$ cat src/rtl/core/rmss_pkg.sv
// shared types, constants and span arithmetic for the max subarray sum tree
// no dependencies
package rmss_pkg;

    localparam int DEF_CAPACITY = 4096;
    localparam int LEN_W        = 13;
    localparam int VAL_W        = 16;
    localparam int SUM_W        = 28;
    localparam int STORE_W      = 32;
    localparam int ACC_W        = 34;

    localparam logic OP_SET   = 1'b0;
    localparam logic OP_QUERY = 1'b1;

    localparam logic signed [ACC_W-1:0] SUM_MAX = ACC_W'(134217727);
    localparam logic signed [ACC_W-1:0] SUM_MIN = -ACC_W'(134217728);

    typedef struct packed {
        logic signed [STORE_W-1:0] total;
        logic signed [STORE_W-1:0] pre;
        logic signed [STORE_W-1:0] suf;
        logic signed [STORE_W-1:0] inner;
    } node_word_t;

    typedef struct packed {
        logic signed [ACC_W-1:0] total;
        logic signed [ACC_W-1:0] pre;
        logic signed [ACC_W-1:0] suf;
        logic signed [ACC_W-1:0] inner;
    } span_t;

    typedef enum logic [3:0] {
        ST_CLEAR,
        ST_IDLE,
        ST_CHECK,
        ST_SDESC,
        ST_UP,
        ST_RDL,
        ST_RDR,
        ST_JOIN,
        ST_QDESC,
        ST_QACC,
        ST_RES
    } state_t;

    typedef struct packed {
        logic clr_step;
        logic load_item;
        logic desc_step;
        logic rd_node;
        logic rd_left;
        logic rd_right;
        logic hold_left;
        logic acc_take;
        logic leaf_write;
        logic up_step;
        logic join_write;
        logic res_load;
    } cmd_t;

    typedef struct packed {
        logic clr_done;
        logic is_query;
        logic set_ok;
        logic query_err;
        logic leaf;
        logic take;
        logic at_root;
        logic last_piece;
    } stat_t;

    function automatic logic signed [ACC_W-1:0] larger(logic signed [ACC_W-1:0] a,
                                                        logic signed [ACC_W-1:0] b);
        return (a > b) ? a : b;
    endfunction

    function automatic span_t widen(node_word_t w);
        span_t s;
        s.total = ACC_W'(w.total);
        s.pre   = ACC_W'(w.pre);
        s.suf   = ACC_W'(w.suf);
        s.inner = ACC_W'(w.inner);
        return s;
    endfunction

    function automatic node_word_t narrow(span_t s);
        node_word_t w;
        w.total = s.total[STORE_W-1:0];
        w.pre   = s.pre[STORE_W-1:0];
        w.suf   = s.suf[STORE_W-1:0];
        w.inner = s.inner[STORE_W-1:0];
        return w;
    endfunction

    function automatic span_t span_join(span_t l, span_t r);
        span_t s;
        s.total = l.total + r.total;
        s.pre   = larger(l.pre, l.total + r.pre);
        s.suf   = larger(r.suf, r.total + l.suf);
        s.inner = larger(larger(l.inner, r.inner), l.suf + r.pre);
        return s;
    endfunction

    function automatic logic signed [SUM_W-1:0] sat_sum(logic signed [ACC_W-1:0] v);
        logic signed [ACC_W-1:0] c;
        c = v;
        if (v > SUM_MAX)
            c = SUM_MAX;
        else if (v < SUM_MIN)
            c = SUM_MIN;
        return c[SUM_W-1:0];
    endfunction

endpackage

$ cat src/rtl/core/rmss_ctrl.sv
// controller: sequences clearing, set walks and query walks
// depends on rmss_pkg
module rmss_ctrl
    import rmss_pkg::*;
(
    input  logic  clk,
    input  logic  rst_n,
    input  logic  cfg_wr_en,
    input  logic  in_valid,
    output logic  in_ready,
    output logic  out_valid,
    input  logic  out_ready,
    input  stat_t stat,
    output cmd_t  cmd
);
    state_t state_reg, state_next;
    logic   out_valid_reg, out_valid_next;

    always_comb
    begin
        state_next = state_reg;
        unique case (state_reg)
            ST_CLEAR:
                if (stat.clr_done)
                    state_next = ST_IDLE;
            ST_IDLE:
                if (in_valid)
                    state_next = ST_CHECK;
            ST_CHECK:
                priority if (stat.is_query)
                    state_next = stat.query_err ? ST_RES : ST_QDESC;
                else if (stat.set_ok)
                    state_next = ST_SDESC;
                else
                    state_next = ST_IDLE;
            ST_SDESC:
                if (stat.leaf)
                    state_next = stat.at_root ? ST_IDLE : ST_UP;
            ST_UP:
                state_next = ST_RDL;
            ST_RDL:
                state_next = ST_RDR;
            ST_RDR:
                state_next = ST_JOIN;
            ST_JOIN:
                state_next = stat.at_root ? ST_IDLE : ST_UP;
            ST_QDESC:
                if (stat.take)
                    state_next = ST_QACC;
            ST_QACC:
                state_next = stat.last_piece ? ST_RES : ST_QDESC;
            ST_RES:
                if (!out_valid_reg)
                    state_next = ST_IDLE;
            default:
                state_next = ST_CLEAR;
        endcase
        if (cfg_wr_en)
            state_next = ST_CLEAR;
    end

    always_comb
    begin
        cmd      = '0;
        in_ready = 1'b0;
        unique case (state_reg)
            ST_CLEAR: cmd.clr_step  = 1'b1;
            ST_IDLE:
            begin
                in_ready      = 1'b1;
                cmd.load_item = in_valid;
            end
            ST_CHECK: ;
            ST_SDESC:
            begin
                cmd.leaf_write = stat.leaf;
                cmd.desc_step  = !stat.leaf;
            end
            ST_UP:    cmd.up_step = 1'b1;
            ST_RDL:   cmd.rd_left = 1'b1;
            ST_RDR:
            begin
                cmd.rd_right  = 1'b1;
                cmd.hold_left = 1'b1;
            end
            ST_JOIN:  cmd.join_write = 1'b1;
            ST_QDESC:
            begin
                cmd.rd_node   = stat.take;
                cmd.desc_step = !stat.take;
            end
            ST_QACC:  cmd.acc_take = 1'b1;
            ST_RES:   cmd.res_load = !out_valid_reg;
            default: ;
        endcase
    end

    always_comb
    begin
        out_valid_next = out_valid_reg;
        if (out_valid_reg && out_ready)
            out_valid_next = 1'b0;
        if (cmd.res_load)
            out_valid_next = 1'b1;
    end

    always_ff @(posedge clk or negedge rst_n)
    begin
        if (!rst_n)
        begin
            state_reg     <= ST_CLEAR;
            out_valid_reg <= 1'b0;
        end
        else
        begin
            state_reg     <= state_next;
            out_valid_reg <= out_valid_next;
        end
    end

    assign out_valid = out_valid_reg;
endmodule

$ cat config.mk
export PLATFORM = sky130hd
export DESIGN_NAME = rmss_ctrl
export DESIGN_NICKNAME = d
export VERILOG_FILES = /design/src/rtl/core/rmss_pkg.sv /design/src/rtl/core/rmss_ctrl.sv
export SDC_FILE = /design/constraint.sdc
export NUM_CORES = 1
export LEC_CHECK = 0
export ABC_CLOCK_PERIOD_IN_PS = 1900
export BUFFER_PORTS_ARGS = -buffer_cell sky130_fd_sc_hd__buf_4
export CAP_MARGIN = 10
export CELL_PAD_IN_SITES_DETAIL_PLACEMENT = 1
export CELL_PAD_IN_SITES_GLOBAL_PLACEMENT = 1
export CORE_ASPECT_RATIO = 0.8
export CORE_UTILIZATION = 31
export DETAILED_ROUTE_END_ITERATION = 12
export PLACE_DENSITY_LB_ADDON = 0.1
export SYNTH_ARGS = -nofsm -noshare
export SYNTH_HDL_FRONTEND = slang
export SYNTH_SLANG_ARGS = --single-unit
$ cat constraint.sdc
create_clock -name clk -period 1.9 [get_ports clk]
set_input_delay 0.475 -clock clk [delete_from_list [all_inputs] [get_ports clk]]
set_output_delay 0.475 -clock clk [all_outputs]
set_load 0.05 [all_outputs]
# Word level (Yosys, flattened, before mapping)
# Cells that the tools add are included.
# word_totals
wordCells,50
output_inout_bits,14
in_bits,13
reg_bits,5
# classes
n_reduce_logical,7
muxes,26
eq_ne,15
# ops
cell,n
$pmux 4 s11,1
$mux 4,7
$eq 4x3->1 const B,4
$ne 3x3->1 const B,5
$eq 4x4->1 const B,3
$mux 1,12
$eq 4x2->1 const B,2
$mux 2,4
$reduce_and 5->1,1
$eq 4x1->1 const B,1
$logic_not 4->1,1
$logic_not 1->1,3
$mux 3,1
$pmux 1 s2,1
$reduce_bool 2->1,1
$logic_and 1x1->1,1

# Logic depth before layout (Yosys ltp)
# Gate-level depths: netlist of the first run.
# logic_depth
word_depth,4
ltp_mapped,5
mapped_depth_nobuf,4

# Worst setup path after synthesis of the first run
# No wires, ideal clock.
# synth_path
path_kind,reg2out
startpoint,register state_reg[1]
endpoint,output cmd[3] (netlist name)
t_arrival_ns,2.346
stages_incl_launch_ff,4
path_slack_ns,-0.921
required_time_ns,1.425
path_cell_list,dfrtp_1 buf_2 nand2_1 nor4b_1
# synth_rtl
element,line,source
start: declaration,rmss_ctrl.sv:16,"state_t state_reg, state_next;"
start signal: assignment,rmss_ctrl.sv:116,state_reg <= state_next;
end: declaration,rmss_ctrl.sv:14,output cmd_t cmd

==> metrics, run 1 <==
Synth top area share 22.3%; number of flip-flops in the largest register 4; CP Capture Type primary output; post-synthesis sequential area ratio 22.3%; Net Switching 626 uW; mux contribution to synthesized area 5.58%; post-route ant nets 0; Leakage Power 0.000458 uW; Max-Cap Viols 0; clock power share 10.2%; ys flop type dfrtp_1; TritonCTS Buffers 3; Synth Area in Compound Gates 25.9%; GPL Wtd Cong 0.772; number of antenna violations at the first check in global routing 0; count of non-filler cells in the finished layout 128; Slew Viols, Final 0; largest family of logic cells by synthesized area simple AND/OR/NAND/NOR gates; Post-CTS Hold Fix Bufs 0; # IOs 27; max frequency 0.530 GHz; xor/xnor share of the synthesized area 0%; mean routed wirelength per cell 16.7 um; CP max-delay cell dfrtp_2; Max VDD drop 0.620 mV; total clock sinks 5; Int Power 695 uW; Mapped Avg Cell Area 8.90 um^2; commonest non-fill, non-tap cell in the layout buf_4; H-tree Lvls 1; Worst-Margin Slew 0.487 ns; Worst EP required 1.42 ns; GRT overflow 0; Power Density 1270 nW/um^2; DRC viols 0; Async SR Flop Fraction 100%; crit-path cells buf_6, nand2_2, nor4b_4, buf_6; Yosys reg bits 5; PortBufs 26; biggest area consumer among synthesized cells dfrtp_1; Die Area 1980 um^2; Synth warnings 0; Setup-failing EPs final 0; all-layer global routing usage 21.4%; Core ar. 1660 um^2; top cells by area, synth dfrtp_1 (22%), a32oi_4 (4.9%), buf_4 (4.0%); cell area after synthesis 561 um^2; CTS tree yes; WP data arrival 1.41 ns; Final HPWL DP 1.33 mm; area growth from synthesis to layout 85.3%; Final Hold Vio Count 0; largest net degree at the start of global routing 9; Comb power frac 74.5%; clk slew on worst S/H paths 0.05 ns; clock skew 0.00987 ns; Vias 662; Cells after DPL 113; critical path type flip-flop to primary output; unrepaired setup endpoints after global routing yes; Switching Fraction 47.4%; CP max FO 5; clock root cell clkbuf_4; Vias per Instance 5.17; EDFF count, synth 0; die width 49.5 um; R2R cell count 6; synthesized instance count 63; first-pass GRT wire length 3.08 mm; slew margin rel. 67.3%; sequential power share 15.4%; WHS 0.00290 ns; Rows 13; Adder-Cell Fraction of Synth Area 0%; most frequent cells in the layout buf_4 (36), buf_6 (7); # nets final 120; CP peak stage delay 0.44 ns; layout cell share with drive strength beyond 1 68.9%; Startpoint Class flip-flop; final WL 2.14 mm; Synth Area in Simple Gates 36.4%; post-synth cell types 36; min Tclk post-route 1.89 ns; worst hold path type input port to async pin; status completed; clk_lat worst skew 0.26 ns; final design utilization 62.6%; vias in the first global route 652; die height 40.0 um; Iter 0 DRT Violations 3; drt pass-1 iters 3; fillcell total 208; post-synthesis net count 76; Starting Density 33.8%; ANT cells 0; Final period util 99.2%; critical path's most frequent cell buf_6; Max clock buf depth 2
## what timing repair did
item                       in CTS  in global routing
setup buffers                   9                  2
cloned                          0                  0
pin swaps                       2                  4
setup endpoints to repair      12                  8
gates resized for setup         8                 14
## cells by family after synthesis
group                  after synthesis
AO/OA/AOI/OAI                       16
buffers and inverters                9
flip-flops                           5
multiplexers                         3
AND/OR/NAND/NOR                     30
## critical path: cells and delay by family (launching register included)
kind / cells / cell delay (ns)
flip-flops: 1 / 0.44
AND/OR/NAND/NOR: 2 / 0.37
buffers and inverters: 2 / 0.34
## worst paths after layout
path	slack [ns]	start	to
worst max-delay path	0.01	state_reg[0]	cmd[3]
worst min-delay path	0.003	rst_n	out_valid
worst max register to register	0.08	state_reg[1]	state_reg[0]
worst min register to register	0.64	out_valid	out_valid
max in group asynchronous	1.77	rst_n	state_reg[0]
min in group clk	0.39	cfg_wr_en	state_reg[1]
## per-stage QoR
| stage | instance area [um^2] | power (uW) | setup TNS, ns | worst slack, ns |
|---|---|---|---|---|
| finish | 1040 | 1320 | 0 | 0.0147 |
| global route | 1040 | 1390 | -0.236 | -0.0602 |
| CTS | 971 | 1210 | -0.0315 | -0.0141 |
| detailed placement | 856 | 951 | 0 | 0.0655 |
| global placement | 856 | 938 | 0 | 0.117 |
| floorplan | 621 | 763 | -0.469 | -0.290 |
## per-layer routing
| layer | part of all wire [%] | vias up | global-route usage (%) | wire length (um) |
|---|---|---|---|---|
| met4 | 1.2 | 0 | 4.29 | 25 |
| met3 | 3.0 | 2 | 4.55 | 65 |
| met5 | 0 | - | 0 | 0 |
| met2 | 51 | 16 | 41.2 | 1100 |
| li1 | - | 316 | - | - |
| met1 | 45 | 328 | 25.3 | 955 |
## cells in the mapped netlist, types with 2 or more instances
library cell and instances:
a21oi_1 4, buf_2 2, buf_4 3, dfrtp_1 5, inv_1 3, mux2i_1 2
nand2_1 5, nand3_1 2, nor2_1 5, nor2b_1 2, nor3_1 4, o21ai_0 2
## area by class of cell
cell class / count / area, um^2 / area share, %
clock buffer: 4 / 26.3 / 2.53
timing repair buffer: 45 / 379 / 36.5
tap: 22 / 27.5 / 2.65
sequential: 5 / 130 / 12.5
inverter: 3 / 11.3 / 1.08
multi-input combinational: 49 / 464 / 44.7
## power groups by stage
stage | combinational, uW | clock, uW | sequential, uW
global placement | 711 | 0 | 228
detailed placement | 722 | 0 | 229
floorplan | 591 | 0 | 172
finish | 984 | 134 | 203
CTS | 887 | 132 | 191
global route | 1040 | 144 | 207
Power figures use the tool's default switching activity.
==> run 2, diff against run 1 <==
--- a/config.mk
+++ b/config.mk
@@ -11,7 +11,8 @@
 export CELL_PAD_IN_SITES_DETAIL_PLACEMENT = 1
 export CELL_PAD_IN_SITES_GLOBAL_PLACEMENT = 1
 export CORE_ASPECT_RATIO = 0.8
-export CORE_UTILIZATION = 31
+export CORE_UTILIZATION = 33
+export CTS_BUF_LIST = sky130_fd_sc_hd__clkbuf_4 sky130_fd_sc_hd__clkbuf_8
 export DETAILED_ROUTE_END_ITERATION = 12
 export PLACE_DENSITY_LB_ADDON = 0.1
 export SYNTH_ARGS = -nofsm -noshare
==> run 2 against run 1 <==
Non-clock buffer count fell by 5. Die area shrank 5.8%. Largest power group unchanged. Sequential power rose by 4%. Cell count shrank 4.7%. Clock-buffer cell count stayed put. Register-to-register slack better by 0.22 ns. Hold slack improved by 0.011 ns.
==> metrics, run 2 (synthesis gave the netlist of run 1 again) <==
drt pass-1 iters 4 (was 3); Vias 637 (was 662); clk slew on worst S/H paths 0.05 ns (about the same); Comb power frac 70.7% (was 74.5%); Final HPWL DP 1.44 mm (was 1.33 mm); number of antenna violations at the first check in global routing 0 (unchanged); CP max FO 7 (was 5); Max-Cap Viols 0 (unchanged); Vias per Instance 5.22 (was 5.17); Setup-failing EPs final 0 (unchanged); Die Area 1870 um^2 (was 1980 um^2); vias in the first global route 601 (was 652); Worst EP required 1.42 ns (about the same); Max VDD drop 0.680 mV (was 0.620 mV); # IOs 27 (unchanged); clk_lat worst skew 0.25 ns (was 0.26 ns); FF-to-FF setup slack 0.30 ns (was 0.08 ns); clock skew 0.0106 ns (was 0.00987 ns); Startpoint Class flip-flop (unchanged); clock root cell clkbuf_4 (unchanged); R2R cell count 5 (was 6); # nets final 115 (was 120); fillcell total 166 (was 208); Rows 12 (was 13); Critical Path Source state_reg[3] (was state_reg[0]); status completed (unchanged); worst reg2reg endpoint state_reg[0] (unchanged); min Tclk post-route 1.88 ns (was 1.89 ns); reg2reg start state_reg[1] (unchanged); die width 48.1 um (was 49.5 um); unrepaired setup endpoints after global routing yes (unchanged); count of non-filler cells in the finished layout 122 (was 128); layout cell share with drive strength beyond 1 66.3% (was 68.9%); ANT cells 0 (unchanged); Final Hold Vio Count 0 (unchanged); Slew Viols, Final 0 (unchanged); footprint of the multi-input gates 453 um^2 (was 464 um^2); Starting Density 37.7% (was 33.8%); Net Switching 579 uW (was 626 uW); area growth from synthesis to layout 74.6% (was 85.3%); Switching Fraction 48.0% (was 47.4%); area occupied by registers 130 um^2 (unchanged); Pwr Total 1210 uW (was 1320 uW); Core ar. 1490 um^2 (was 1660 um^2); post-route ant nets 0 (unchanged); CP Capture Type primary output (unchanged); Worst-Margin Slew 0.376 ns (was 0.487 ns); H-tree Lvls 1 (unchanged); total clock sinks 5 (unchanged); Met1 Wirelength 859 um (was 955 um); largest net degree at the start of global routing 12 (was 9); Final period util 99.2% (about the same); sequential power share 17.5% (was 15.4%); Leakage Power 0.000431 uW (was 0.000458 uW); all-layer global routing usage 22.1% (was 21.4%); Met2 Routed Length 966 um (was 1.10 mm); top layer in use met4 (unchanged); commonest non-fill, non-tap cell in the layout buf_4 (unchanged); die height 38.9 um (was 40.0 um); met3 routed WL 64 um (was 65 um); clock power share 11.8% (was 10.2%); max frequency 0.531 GHz (was 0.530 GHz); DRC viols 0 (unchanged); worst hold path type input port to async pin (unchanged); GRT overflow 0 (unchanged); Cells after DPL 113 (unchanged); slew margin rel. 74.7% (was 67.3%); most frequent cells in the layout buf_4 (32), buf_6 (6), nand2_1 (5) (was buf_4 (36), buf_6 (7)); Max clock buf depth 2 (unchanged); CTS tree yes (unchanged); Worst Setup EP cmd[3] (unchanged); critical path type flip-flop to primary output (unchanged); GPL Wtd Cong 0.770 (was 0.772); Power Density 1230 nW/um^2 (was 1270 nW/um^2); Post-CTS Hold Fix Bufs 0 (unchanged); number of flip-flops in the largest register 4 (unchanged); mean routed wirelength per cell 15.6 um (was 16.7 um); PortBufs 26 (unchanged); TritonCTS Buffers 3 (unchanged); final WL 1.91 mm (was 2.14 mm); WP data arrival 1.41 ns (about the same); first-pass GRT wire length 2.70 mm (was 3.08 mm); Int Power 628 uW (was 695 uW); Iter 0 DRT Violations 9 (was 3)
## run 2: per-layer routing
layer / global-route usage [%] / up-vias
met4: 7.64 / 0
met5: 0 / -
met2: 37.2 / 20
met1: 26.8 / 311
met3: 6.07 / 2
li1: - / 304
## run 2: power groups by stage
stage,registers [uW],clock network (uW),logic (uW)
6_report,211,142,854
5_1_grt,216,155,915
4_1_cts,220,146,771
3_5_place_dp,211,0,755
3_3_place_gp,208,0,740
2_1_floorplan,172,0,591
## run 2: what timing repair did
item                                    4_1_cts  5_1_grt
endpoints found under the setup margin       11       10
pin swaps                                     1        1
cloned                                        0        0
setup buffers                                 0        5
gates resized for setup                       7        8
## run 2: how the worst min path moves through the flow
stage	startpoint	endpoint	slack, ns	cells past startpoint
6_report	rst_n	out_valid	0.01	1
2_1_floorplan	rst_n	out_valid	0.18	0
5_1_grt	rst_n	out_valid	0.004	1
3_3_place_gp	rst_n	state_reg[1]	0.28	1
3_5_place_dp	rst_n	state_reg[1]	0.28	1
4_1_cts	rst_n	out_valid	0.01	1
## run 2: area by class of cell
class / instances / area share [%]
clock buffer: 4 / 3.07
multi-input combinational: 49 / 46.3
tap: 21 / 2.69
inverter: 3 / 1.15
sequential: 5 / 13.3
timing repair buffer: 40 / 33.5
## run 2: worst max-delay path: stages (launching register included)
cell and delay, ns:
dfrtp_2 0.46, buf_4 0.19, nor4b_2 0.26, buf_4 0.25
## run 2: metrics by stage
stage                     setup WS (ns)  setup TNS (ns)  utilization, %  instance area (um^2)  hold slack [ns]
after floorplan                  -0.290          -0.469               -                   621            0.179
after global placement            0.170               0            58.0                   862            0.277
after detailed placement          0.122               0            58.0                   862            0.280
after CTS                       -0.0446         -0.0446            61.2                   910          0.00952
after global routing            -0.0473          -0.160            65.8                   978          0.00445
final                            0.0152               0            65.8                   978           0.0138
